--- src/sv/lhs_pkg.sv ---
// Package for the letter histogram similarity block: shared constants,
// controller state encoding and the command/status structs.
// No dependencies.
`timescale 1ns / 1ps
`default_nettype none

package lhs_pkg;

  // Alphabet and field widths
  localparam int ALPHABET_SIZE = 26;
  localparam int ADDR_W        = $clog2(ALPHABET_SIZE);
  localparam int LETTER_W      = 5;
  localparam int DIFF_W        = 9;
  localparam int DIFF_MAX      = 511;
  localparam int TALLY_W       = 16;
  localparam int IN_DATA_W     = 8;
  localparam int OUT_DATA_W    = 32;

  // Controller states, one-hot
  typedef enum logic [1:0] {
    ST_IDLE   = 2'b01,
    ST_UPDATE = 2'b10
  } lhs_state_t;

  // Controller -> datapath
  typedef struct packed {
    logic load;    // request accepted, capture it and read both count stores
    logic commit;  // apply the update for the captured letter
  } lhs_cmd_t;

  // Datapath -> controller
  typedef struct packed {
    logic result_blocked;  // result due but the output register is still full
  } lhs_status_t;

endpackage

`default_nettype wire

--- src/sv/letter_histogram_similarity.sv ---
// Top level of the letter histogram similarity block: wires the controller
// to the datapath and packs the stream ports.
// Depends on lhs_pkg, lhs_ctrl, lhs_datapath.
//
//   channel | dir | tdata                         | tuser   | tlast
//   in_     | in  | [4:0] letter                  | action  | word_end
//   out_    | out | [0] is_similar [9:1] diff     | -       | -
//           |     | [25:10] similar_tally         |         |
//
// Each request is accepted, reading both count stores at the letter, then
// committed, applying the count, length, distance and tally update.
// The L1 distance is kept incrementally, so a word end costs no extra walk.
// A candidate word end waits in the commit cycle while the output register
// still holds an untaken result. Reset (rst_n low, synchronous) empties both
// stores through their valid bits at once; no clearing pass is needed.
`timescale 1ns / 1ps
`default_nettype none

module letter_histogram_similarity #(
  parameter int MAX_WORD_LEN = 255
) (
  input  wire logic                              clk,
  input  wire logic                              rst_n,
  input  wire logic                              in_tvalid,
  output logic                                   in_tready,
  input  wire logic [lhs_pkg::IN_DATA_W-1:0]     in_tdata,   // [4:0] letter
  input  wire logic                              in_tuser,   // action
  input  wire logic                              in_tlast,   // word_end
  output logic                                   out_tvalid,
  input  wire logic                              out_tready,
  output logic      [lhs_pkg::OUT_DATA_W-1:0]    out_tdata   // is_similar, difference,
                                                             // similar_tally
);
  import lhs_pkg::*;

  lhs_cmd_t            cmd;
  lhs_status_t         status;
  logic                is_similar;
  logic [DIFF_W-1:0]   difference;
  logic [TALLY_W-1:0]  similar_tally;

  lhs_ctrl u_ctrl (
    .clk       (clk),
    .rst_n     (rst_n),
    .in_tvalid (in_tvalid),
    .in_tready (in_tready),
    .status    (status),
    .cmd       (cmd)
  );

  lhs_datapath #(.MAX_WORD_LEN(MAX_WORD_LEN)) u_datapath (
    .clk               (clk),
    .rst_n             (rst_n),
    .cmd               (cmd),
    .status            (status),
    .in_action         (in_tuser),
    .in_letter         (in_tdata[LETTER_W-1:0]),
    .in_word_end       (in_tlast),
    .out_tvalid        (out_tvalid),
    .out_tready        (out_tready),
    .out_is_similar    (is_similar),
    .out_difference    (difference),
    .out_similar_tally (similar_tally)
  );

  // Pack the result, zero fill to whole bytes
  assign out_tdata = {{(OUT_DATA_W - 1 - DIFF_W - TALLY_W){1'b0}},
                      similar_tally, difference, is_similar};

endmodule

`default_nettype wire

--- src/sv/lhs_count_store.sv ---
// Per-letter count store: 26-entry memory with registered read and a valid
// bit per entry so a whole word can be cleared at once.
// Depends on lhs_pkg.
`timescale 1ns / 1ps
`default_nettype none

module lhs_count_store #(
  parameter int DATA_W = 8
) (
  input  wire logic                      clk,
  input  wire logic                      rst_n,
  input  wire logic                      rd_en,
  input  wire logic [lhs_pkg::ADDR_W-1:0] rd_addr,
  output logic      [DATA_W-1:0]          rd_data,
  input  wire logic                      wr_en,
  input  wire logic [lhs_pkg::ADDR_W-1:0] wr_addr,
  input  wire logic [DATA_W-1:0]          wr_data,
  input  wire logic                      clr
);
  import lhs_pkg::*;

  logic [DATA_W-1:0]        mem [ALPHABET_SIZE];
  logic [ALPHABET_SIZE-1:0] valid_r;
  logic [ALPHABET_SIZE-1:0] valid_nxt;
  logic [DATA_W-1:0]        rd_data_r;
  logic                     rd_valid_r;

  // Clear drops every entry; a write in the same cycle survives
  always_comb begin
    valid_nxt = clr ? '0 : valid_r;
    if (wr_en) begin
      valid_nxt[wr_addr] = 1'b1;
    end
  end

  always_ff @(posedge clk) begin
    if (!rst_n) begin
      valid_r    <= '0;
      rd_valid_r <= 1'b0;
    end else begin
      valid_r <= valid_nxt;
      if (rd_en) begin
        rd_valid_r <= valid_r[rd_addr];
      end
    end
  end

  // Memory array, write and registered read
  always_ff @(posedge clk) begin
    if (wr_en) begin
      mem[wr_addr] <= wr_data;
    end
    if (rd_en) begin
      rd_data_r <= mem[rd_addr];
    end
  end

  // Entries not written since the last clear read as zero
  assign rd_data = rd_valid_r ? rd_data_r : '0;

endmodule

`default_nettype wire

--- src/sv/lhs_ctrl.sv ---
// Controller for the letter histogram similarity block: two-state sequencer
// that accepts a request and then commits its update.
// Depends on lhs_pkg.
`timescale 1ns / 1ps
`default_nettype none

module lhs_ctrl (
  input  wire logic                 clk,
  input  wire logic                 rst_n,
  input  wire logic                 in_tvalid,
  output logic                      in_tready,
  input  wire lhs_pkg::lhs_status_t status,
  output lhs_pkg::lhs_cmd_t         cmd
);
  import lhs_pkg::*;

  lhs_state_t state_r;
  lhs_state_t state_nxt;

  assign in_tready  = (state_r == ST_IDLE);
  assign cmd.load   = in_tvalid && in_tready;
  assign cmd.commit = (state_r == ST_UPDATE) && !status.result_blocked;

  // Next state
  always_comb begin
    state_nxt = state_r;
    unique case (state_r)
      ST_IDLE: begin
        if (cmd.load) state_nxt = ST_UPDATE;
      end
      ST_UPDATE: begin
        if (cmd.commit) state_nxt = ST_IDLE;
      end
      default: state_nxt = ST_IDLE;
    endcase
  end

  always_ff @(posedge clk) begin
    if (!rst_n) begin
      state_r <= ST_IDLE;
    end else begin
      state_r <= state_nxt;
    end
  end

endmodule

`default_nettype wire

--- src/sv/lhs_datapath.sv ---
// Datapath for the letter histogram similarity block: count stores, word
// lengths, running L1 distance, tally and the output register.
// Depends on lhs_pkg and lhs_count_store.
`timescale 1ns / 1ps
`default_nettype none

module lhs_datapath #(
  parameter int MAX_WORD_LEN = 255
) (
  input  wire logic                        clk,
  input  wire logic                        rst_n,
  input  wire lhs_pkg::lhs_cmd_t           cmd,
  output lhs_pkg::lhs_status_t             status,
  input  wire logic                        in_action,
  input  wire logic [lhs_pkg::LETTER_W-1:0] in_letter,
  input  wire logic                        in_word_end,
  output logic                             out_tvalid,
  input  wire logic                        out_tready,
  output logic                             out_is_similar,
  output logic      [lhs_pkg::DIFF_W-1:0]   out_difference,
  output logic      [lhs_pkg::TALLY_W-1:0]  out_similar_tally
);
  import lhs_pkg::*;

  localparam int CW   = $clog2(MAX_WORD_LEN + 1);
  localparam int SUMW = CW + 5;                       // 26 counts of CW bits
  localparam int DW   = (SUMW > DIFF_W) ? SUMW : DIFF_W;
  localparam logic [CW-1:0] MAXV = CW'(MAX_WORD_LEN);

  // Captured request
  logic                act_r, last_r, clr_r;
  logic [LETTER_W-1:0] letter_r;

  // Word state
  logic [CW-1:0]      ref_len_r, cand_len_r;
  logic [SUMW-1:0]    ref_sum_r, cand_sum_r;   // total of each store's counts
  logic [SUMW-1:0]    dist_r;                  // sum of |cand - ref|
  logic [TALLY_W-1:0] tally_r;
  logic               word_start_r;

  // Output register
  logic               out_valid_r;
  logic               sim_r;
  logic [DIFF_W-1:0]  diff_r;
  logic [TALLY_W-1:0] otally_r;

  logic [CW-1:0]      ref_rd, cand_rd;
  logic               rd_en, in_range, res_item;
  logic [CW-1:0]      r_old, c_old, own_old, other_old, own_new;
  logic               own_bump;
  logic [CW-1:0]      len_old, len_new;
  logic [SUMW-1:0]    sum_old, sum_new, s_base, s_new;
  logic [DW-1:0]      s_ext;
  logic               similar;
  logic [TALLY_W-1:0] tally_base, tally_new;
  logic               ref_wr, cand_wr, ref_clr, cand_clr;

  assign rd_en = cmd.load && (in_letter < LETTER_W'(ALPHABET_SIZE));

  lhs_count_store #(.DATA_W(CW)) u_ref_store (
    .clk     (clk),
    .rst_n   (rst_n),
    .rd_en   (rd_en),
    .rd_addr (in_letter[ADDR_W-1:0]),
    .rd_data (ref_rd),
    .wr_en   (ref_wr),
    .wr_addr (letter_r[ADDR_W-1:0]),
    .wr_data (own_new),
    .clr     (ref_clr)
  );

  lhs_count_store #(.DATA_W(CW)) u_cand_store (
    .clk     (clk),
    .rst_n   (rst_n),
    .rd_en   (rd_en),
    .rd_addr (in_letter[ADDR_W-1:0]),
    .rd_data (cand_rd),
    .wr_en   (cand_wr),
    .wr_addr (letter_r[ADDR_W-1:0]),
    .wr_data (own_new),
    .clr     (cand_clr)
  );

  // Capture the request
  always_ff @(posedge clk) begin
    if (cmd.load) begin
      act_r    <= in_action;
      letter_r <= in_letter;
      last_r   <= in_word_end;
      clr_r    <= word_start_r;
    end
  end

  // Update for one letter; a word start treats the own store as empty
  always_comb begin
    in_range  = letter_r < LETTER_W'(ALPHABET_SIZE);
    res_item  = act_r && last_r;
    r_old     = (clr_r && !act_r) ? '0 : ref_rd;
    c_old     = (clr_r && act_r) ? '0 : cand_rd;
    own_old   = act_r ? c_old : r_old;
    other_old = act_r ? r_old : c_old;
    own_bump  = in_range && (own_old < MAXV);
    own_new   = own_old + CW'(own_bump);

    len_old   = clr_r ? '0 : (act_r ? cand_len_r : ref_len_r);
    len_new   = len_old + CW'(in_range && (len_old < MAXV));
    sum_old   = clr_r ? '0 : (act_r ? cand_sum_r : ref_sum_r);
    sum_new   = sum_old + SUMW'(own_bump);

    // Empty own store: distance is the other store's total
    s_base = clr_r ? (act_r ? ref_sum_r : cand_sum_r) : dist_r;
    if (!own_bump) begin
      s_new = s_base;
    end else if (own_old >= other_old) begin
      s_new = s_base + SUMW'(1);
    end else begin
      s_new = s_base - SUMW'(1);
    end
    s_ext = DW'(s_new);

    similar    = (s_new <= SUMW'(1)) ||
                 ((s_new == SUMW'(2)) && (len_new == ref_len_r));
    tally_base = (clr_r && !act_r) ? '0 : tally_r;
    tally_new  = (similar && (tally_base != {TALLY_W{1'b1}})) ?
                 tally_base + TALLY_W'(1) : tally_base;

    ref_wr   = cmd.commit && !act_r && in_range;
    cand_wr  = cmd.commit && act_r && in_range;
    ref_clr  = cmd.commit && clr_r && !act_r;
    cand_clr = cmd.commit && clr_r && act_r;
  end

  assign status.result_blocked = res_item && out_valid_r && !out_tready;

  // Word state registers
  always_ff @(posedge clk) begin
    if (!rst_n) begin
      ref_len_r    <= '0;
      cand_len_r   <= '0;
      ref_sum_r    <= '0;
      cand_sum_r   <= '0;
      dist_r       <= '0;
      tally_r      <= '0;
      word_start_r <= 1'b1;
    end else if (cmd.commit) begin
      word_start_r <= last_r;
      dist_r       <= s_new;
      if (act_r) begin
        cand_len_r <= len_new;
        cand_sum_r <= sum_new;
        if (last_r) tally_r <= tally_new;
      end else begin
        ref_len_r <= len_new;
        ref_sum_r <= sum_new;
        tally_r   <= tally_base;
      end
    end
  end

  // Output register
  always_ff @(posedge clk) begin
    if (!rst_n) begin
      out_valid_r <= 1'b0;
    end else if (cmd.commit && res_item) begin
      out_valid_r <= 1'b1;
    end else if (out_tready) begin
      out_valid_r <= 1'b0;
    end
  end

  always_ff @(posedge clk) begin
    if (cmd.commit && res_item) begin
      sim_r    <= similar;
      diff_r   <= (s_ext > DW'(DIFF_MAX)) ? DIFF_W'(DIFF_MAX) : s_ext[DIFF_W-1:0];
      otally_r <= tally_new;
    end
  end

  assign out_tvalid        = out_valid_r;
  assign out_is_similar    = sim_r;
  assign out_difference    = diff_r;
  assign out_similar_tally = otally_r;

  // A result appears only from a committed candidate word end
  a_result_source: assert property (@(posedge clk) disable iff (!rst_n)
    $rose(out_valid_r) |-> $past(cmd.commit && act_r && last_r))
    else $error("result without candidate word end");

  // A new result never overwrites one still waiting
  a_no_overwrite: assert property (@(posedge clk) disable iff (!rst_n)
    (cmd.commit && res_item) |-> !(out_valid_r && !out_tready))
    else $error("result overwritten");

  // Similar words have a small distance
  a_similar_dist: assert property (@(posedge clk) disable iff (!rst_n)
    out_valid_r |-> !(sim_r && (diff_r > DIFF_W'(2))))
    else $error("similar flag with large distance");

  // Commit and load never happen together
  a_load_commit: assert property (@(posedge clk) disable iff (!rst_n)
    !(cmd.load && cmd.commit))
    else $error("load and commit in one cycle");

endmodule

`default_nettype wire

--- config.mk ---
export PLATFORM = sky130hd
export DESIGN_NAME = letter_histogram_similarity
export DESIGN_NICKNAME = d
export VERILOG_FILES = /design/src/sv/lhs_pkg.sv /design/src/sv/letter_histogram_similarity.sv /design/src/sv/lhs_count_store.sv /design/src/sv/lhs_ctrl.sv /design/src/sv/lhs_datapath.sv
export SDC_FILE = /design/constraint.sdc
export NUM_CORES = 1
export LEC_CHECK = 0
export BUFFER_PORTS_ARGS = -buffer_cell sky130_fd_sc_hd__buf_2
export CORE_MARGIN = 4
export CORE_UTILIZATION = 63
export CTS_CLUSTER_SIZE = 10
export DETAILED_ROUTE_END_ITERATION = 6
export PLACE_DENSITY_LB_ADDON = 0.08
export SYNTH_ARGS = -nofsm -noshare
export SYNTH_HDL_FRONTEND = slang
export SYNTH_SLANG_ARGS = --single-unit
--- constraint.sdc ---
create_clock -name clk -period 8.5 [get_ports clk]
set_clock_uncertainty 0.15 [all_clocks]
set_input_delay 1.275 -clock clk [delete_from_list [all_inputs] [get_ports clk]]
set_output_delay 1.275 -clock clk [all_outputs]
set_load 0.05 [all_outputs]
=== Word-level counts from Yosys, hierarchy flattened ===
Memory sizes are Yosys's and may differ from the RTL's. A register that Yosys moved wholly into a read port is not among the register bits.
Index checks and enable logic that the tools add are counted.
W data, S select, Z words.

* Flip-flop bits (word level): 163
* Latch bits: 0
* Bits in writable memories: 416
* Bits in read-only memories: 0
* Input port bits: 14
* Output and inout bits: 34
* Memories kept: 2

* Add/subtract/negate cells: 6
* $mul: 0
* Div/mod/pow operators: 0
* Order comparisons: 10
* Equal/unequal tests: 8
* Shifts and indexed selects: 0
* Muxes and demuxes: 37
* Bitwise gates (word level): 3
* Reductions and logical operators: 30

{| class="wikitable"
|+ Memory list
! memory !! words !! bits a word !! rd ports !! clocked after memory_dff !! wr ports !! RTL line !! RTL
|-
| u_datapath.u_cand_store.mem || 26 || 8 || 1 || 1 || 1 || lhs_count_store.sv:22 || <nowiki>logic [DATA_W-1:0] mem [ALPHABET_SIZE];</nowiki>
|-
| u_datapath.u_ref_store.mem || 26 || 8 || 1 || 1 || 1 || lhs_count_store.sv:22 ||
|}

{| class="wikitable"
|+ Operators by type and width
! operator !! number
|-
| $mux W26 || 4
|-
| $mux W13 || 6
|-
| $mux W16 || 4
|-
| $mux W8 || 8
|-
| $or A26 B26 Y26 || 2
|-
| $logic_and A1 B1 Y1 || 21
|-
| $add A16 B1 Y16 const B || 1
|-
| $add A8 B1 Y8 || 2
|-
| $lt A8 B8 Y1 const B || 2
|-
| $ne A16 B16 Y1 const B || 1
|-
| $add A13 B1 Y13 || 1
|-
| $add A13 B1 Y13 const B || 1
|-
| $eq A13 B2 Y1 const B || 1
|-
| $gt A13 B9 Y1 const B || 1
|-
| $le A13 B1 Y1 const B || 1
|-
| $sub A13 B1 Y13 const B || 1
|-
| $lt A5 B6 Y1 const B || 2
|-
| $bmux W1 S5 || 2
|-
| $lt A5 B5 Y1 const B || 2
|-
| $mux W1 || 9
|-
| $eq A8 B8 Y1 || 1
|-
| $ge A8 B8 Y1 || 1
|-
| $reduce_and A2 Y1 || 4
|-
| $demux W1 S5 || 1
|-
| 11 further kinds || 15
|}

=== Longest topological paths before layout ===
* Word-level depth: 14
* Mapped depth: 27
* Mapped depth without buffers: 19

=== Hierarchy ===
Synthesis repeated with hierarchy kept, for this count alone.

* Cells, all modules: 1,877
* Area total of the unflattened synthesis: 26,606.8 um^2

{| class="wikitable"
|+ Modules (own cells, without submodules)
! module !! instances !! cells each !! area each (um^2)
|-
| lhs_count_store at u_datapath.u_cand_store || 1 || 493 || 9,683.0
|-
| lhs_count_store at u_datapath.u_ref_store || 1 || 492 || 9,557.9
|-
| lhs_datapath || 1 || 876 || 7,225.7
|-
| lhs_ctrl || 1 || 8 || 83.8
|-
| letter_histogram_similarity || 1 || 8 || 56.3
|}

=== Worst setup path before layout ===
Ideal clock, no wire load.

* Kind: flip-flop to flip-flop
* Start: reg u_datapath.clr_r
* End: reg u_datapath.tally_r[15]
* Arrival time: 6.818 ns
* Required time: 8.288 ns
* Slack: 1.470 ns
* Stages on the path, launching flop included: 26
* Cells stage by stage: edfxtp_1 > buf_2 > buf_2 > buf_2 > buf_1 > buf_1 > clkbuf_1 > buf_1 > a21oi_1 > inv_1 > ha_1 > nand2b_1 > a21o_1 > a211o_1 > a21oi_1 > ha_1 > a211oi_1 > o211ai_1 > a31o_2 > o41a_1 > xnor3_1 > o41ai_1 > nor4b_4 > nand3_2 > or4_1 > nand3_1

* Word-level cells in the longest chain between the ends: 13
* Elaborated cells on any way between the ends: 30
* Those cells by class: add/sub: 4; order compare: 4; eq/ne: 3; mux: 12; reduce/logical: 7

{| class="wikitable"
|+ RTL lines
! what !! RTL line !! RTL
|-
| start, declared || lhs_datapath.sv:31 || <nowiki>logic act_r, last_r, clr_r;</nowiki>
|-
| start signal, assigned || lhs_datapath.sv:90 || <nowiki>clr_r <= word_start_r;</nowiki>
|-
| parallel branches: the longest is 12 deep, another holds $sub A13 B1 Y13 || - ||
|-
| $mux W16 (*) || lhs_datapath.sv:148 || <nowiki>if (act_r) begin</nowiki>
|-
| end signal, assigned || lhs_datapath.sv:151 || <nowiki>if (last_r) tally_r <= tally_new;</nowiki>
|-
| end signal, assigned || lhs_datapath.sv:155 || <nowiki>tally_r <= tally_base;</nowiki>
|-
| end, declared || lhs_datapath.sv:38 || <nowiki>logic [TALLY_W-1:0] tally_r;</nowiki>
|}

Mark *: on every way between the ends. The select of a mux whose other input is x is not followed.
A chain may end at the register's enable or synchronous reset.

=== Worst setup path after layout ===
* Start: reg u_datapath.act_r
* End: reg u_datapath.tally_r[15]

* Word-level cells in the longest chain between the ends: 14
* Elaborated cells on any way between the ends: 40
* Those cells by class: add/sub: 4; order compare: 4; eq/ne: 4; mux: 14; reduce/logical: 14

{| class="wikitable"
|+ RTL lines
! what !! RTL line !! RTL
|-
| start, declared || lhs_datapath.sv:31 ||
|-
| start signal, assigned || lhs_datapath.sv:87 || <nowiki>act_r <= in_action;</nowiki>
|-
| parallel branches: the longest is 14 deep, another holds $sub A13 B1 Y13 || - ||
|}

Parallel ways; which one is timed is not known. The select of a mux whose other input is x is not followed.

==> flow_summary.json <==
{
  "dr.pass1.iters": 5,
  "sw_frac_of_total": 0.217,
  "die_area_um2": 44700,
  "overflow": 0,
  "ctsResizeCount": 0,
  "grt_start_max_net_pins": 113,
  "rsz0062_at_grt": "no",
  "clock_latency_ps": 590,
  "status": "completed",
  "io_buffers": 38,
  "place_hpwl_um": 35300,
  "htree_num_levels": 3,
  "hp-class": "register to register",
  "cell_internal_pwr_w": 0.00491,
  "drtAntennaViolNets": 0,
  "placed_area_um2": 26700,
  "cp_slowest_cell": "edfxtp_1",
  "place_congestion": 0.865,
  "die_y_um": 212,
  "path_cells": "nand3_1 > a21oi_1 > inv_1 > ha_1 > nand2b_1 > a21o_1 > a211o_1 > a21oi_1 > buf_4 > ha_1 > a211oi_1 > o211ai_1 > a31o_2 > o41a_1 > xnor3_1 > o41ai_2 > buf_4 > nor4b_4 > nand3_2 > or4_1 > nand3_1",
  "min_period_ps": 6800,
  "p_leak_nw": 9.86,
  "cts_setup_buffers": 0,
  "initialDrtViolationCount": 1434,
  "vias": 16100,
  "viasPerCell": 6.41,
  "whs_ps": 318,
  "stdcell_area_um2": 28800,
  "die-width_um": 212,
  "drc": 0,
  "core_area_um2": 40900,
  "initial_core_util": 0.638,
  "crit_family": "compound AO/OA/AOI/OAI gates",
  "synth.avg_cell_area_um2": 13.7,
  "synth_cells": 1904,
  "cts_tree": "yes",
  "finalCritPeriodShare": 0.800,
  "root_buffer": "clkbuf_16",
  "synth_area_um2": 26100,
  "power_w": 0.00627,
  "power_frac_comb": 0.056,
  "async_reset_ff_frac": 0,
  "slowest_delay_ps": 950,
  "num_io_pins": 48,
  "pwr-share-seq": 0.501,
  "grt_pass1_wl_um": 93300,
  "clk_pin_slew_ps": 50,
  "p_per_area_nw_per_um2": 218,
  "syn_to_final_growth_pct": 10.4,
  "grt_pass1_vias": 15900,
  "grt_use_total": 0.271,
  "n_antenna_cell": 0,
  "nets": 1957,
  "drv_cap": 0,
  "fin_tns_setup_ps": 0,
  "hold_viol": 0,
  "layout-drive-gt1-share": 0.133,
  "slew_viol_final": 0,
  "clock_path_buffers": 3,
  "ir_drop_mv": 0.235,
  "nFillCells": 2778,
  "tightestPinTransition_ps": 1170,
  "wire_per_inst_um": 23.9,
  "required_ps": 8870,
  "criticalPathCategory": "register to register",
  "hold_buffers": 0,
  "synth_cell_types": 83,
  "wirelength_um": 59800,
  "crit_path_end_kind": "register",
  "path_buf_inv": 3,
  "fmax_mhz": 147,
  "antenna_found_initial": 0,
  "worstPathArrival_ps": 7160,
  "max_slew_margin": 0.220,
  "synth_edf_count": 466,
  "rows": 74,
  "synth_ff_type": "edfxtp_1",
  "crit_fanout": 33,
  "switchingPower_w": 0.00136,
  "setup_viol": 0,
  "start_kind": "register",
  "numClockSinks": 595,
  "ys_seq_area_frac": 0.635,
  "clkPwrFrac": 0.443,
  "synth_seq_cells": 595,
  "yosysWarnings": 0,
  "cts_buffers": 70
}
[state kept, by name, indices dropped and copies added (netlist names)]
| name | flops |
|---|---|
| u_ctrl.state_r | 2 |
| u_datapath.act_r | 1 |
| u_datapath.cand_len_r | 8 |
| u_datapath.cand_sum_r | 13 |
| u_datapath.clr_r | 1 |
| u_datapath.dist_r | 13 |
| u_datapath.last_r | 1 |
| u_datapath.letter_r | 5 |
| u_datapath.out_difference | 9 |
| u_datapath.out_is_similar | 1 |
| u_datapath.out_similar_tally | 16 |
| u_datapath.out_tvalid | 1 |
| u_datapath.ref_len_r | 8 |
| u_datapath.ref_sum_r | 13 |
| u_datapath.tally_r | 16 |
| u_datapath.u_cand_store.mem | 208 |
| u_datapath.u_cand_store.rd_data_r | 8 |
| u_datapath.u_cand_store.rd_valid_r | 1 |
| u_datapath.u_cand_store.valid_r | 26 |
| u_datapath.u_ref_store.mem | 208 |
| u_datapath.u_ref_store.rd_data_r | 8 |
| u_datapath.u_ref_store.rd_valid_r | 1 |
| u_datapath.u_ref_store.valid_r | 26 |
| u_datapath.word_start_r | 1 |
[power by group through the flow]
stage                     registers (W)  logic, W  clock network, W
after detailed placement        0.00320  0.000351                 0
after global routing            0.00314  0.000382           0.00296
after global placement          0.00320  0.000347                 0
after CTS                       0.00314  0.000353           0.00282
after floorplan                 0.00320  0.000262                 0
final                           0.00314  0.000353           0.00278
[kinds of logic after synthesis]
logic type               share of synthesized area
AO/OA/AOI/OAI                               0.0983
buffers and inverters                       0.0221
XOR/XNOR                                    0.0163
AND/OR/NAND/NOR                             0.0958
adder cells (fa/ha/maj)                     0.0132
other                                     0.000144
multiplexers                                 0.119
flip-flops                                   0.635
[cell usage after synthesis (8+ instances only)]
cell type,instances,area (um^2)
edfxtp_1,466,14000
nand2_1,167,627
dfxtp_1,129,2580
mux2i_1,126,1260
a21oi_1,123,616
nor2_1,118,443
clkbuf_1,78,293
mux4_2,72,1620
nor2b_1,63,394
nand3_1,37,185
o21ai_0,37,185
o221ai_1,33,289
o211ai_1,27,203
a21boi_0,26,195
ha_1,26,325
xor2_1,25,219
o31ai_1,23,173
buf_1,22,82.6
o211a_1,22,220
xnor2_1,21,184
a31oi_1,18,113
mux2_2,18,203
nand4_1,18,113
o22ai_1,18,113
and2_1,15,93.8
nor3_1,15,75.1
buf_2,13,65.1
nand3b_1,12,90.1
nand2b_1,10,62.6
buf_4,9,67.6
and3_1,8,50.1
and3b_1,8,70.1
[cell type report]
type / count / area [um^2] / area share
well taps: 532 / 666 / 0.0231
clock buffers: 124 / 2050 / 0.0711
repair buffers: 60 / 370 / 0.0129
flip-flops and latches: 595 / 16600 / 0.575
multi-input cells: 1180 / 9040 / 0.314
inverters: 9 / 33.8 / 0.00117
clock inverters: 4 / 70.1 / 0.00243
[routing by layer]
layer	GRT usage	up-vias	share of wire
li1	-	7344	-
met1	0.377	7914	0.41
met2	0.431	654	0.48
met3	0.0563	139	0.075
met4	0.0955	0	0.034
met5	0	-	0
[through the flow]
step            util  setup slack (ps)  cells
3_5_place_dp   0.652              1750   2376
6_report       0.704              1700   2504
5_1_grt        0.704              1120   2504
2_1_floorplan      -              1470   1909
3_3_place_gp   0.652              1800   2376
4_1_cts        0.704              1690   2504
[final timing paths]
path	from	to	slack [ps]	cells past startpoint
worst max-delay path	u_datapath.act_r	u_datapath.tally_r[15]	1700	21
worst min register to register	u_datapath.cand_len_r[0]	u_datapath.cand_len_r[0]	320	2
worst min-delay path	u_datapath.cand_len_r[0]	u_datapath.cand_len_r[0]	320	2
worst max register to register	u_datapath.act_r	u_datapath.tally_r[15]	1700	21
[worst reg2reg max path: stages (launching register included)]
cell	delay, ps
edfxtp_1	950
nand3_1	210
a21oi_1	250
inv_1	70
ha_1	280
nand2b_1	150
a21o_1	190
a211o_1	290
a21oi_1	140
buf_4	250
ha_1	330
a211oi_1	330
o211ai_1	120
a31o_2	280
o41a_1	360
xnor3_1	200
o41ai_2	210
buf_4	240
nor4b_4	820
nand3_2	280
or4_1	550
nand3_1	90
[placed cells by master (no fill, tap or decap), types with 26 or more instances in the layout]
cell type	instances
nand3_1	37
clkbuf_1	49
a21oi_1	123
o221ai_1	33
a21boi_0	26
edfxtp_1	466
o211ai_1	27
mux2i_1	126
mux4_2	72
nand2_1	167
buf_2	35
nor2_1	117
o21ai_0	37
dfxtp_1	129
nor2b_1	63
clkbuf_16	74
No activity file was read; power rests on OpenSTA's default activity.
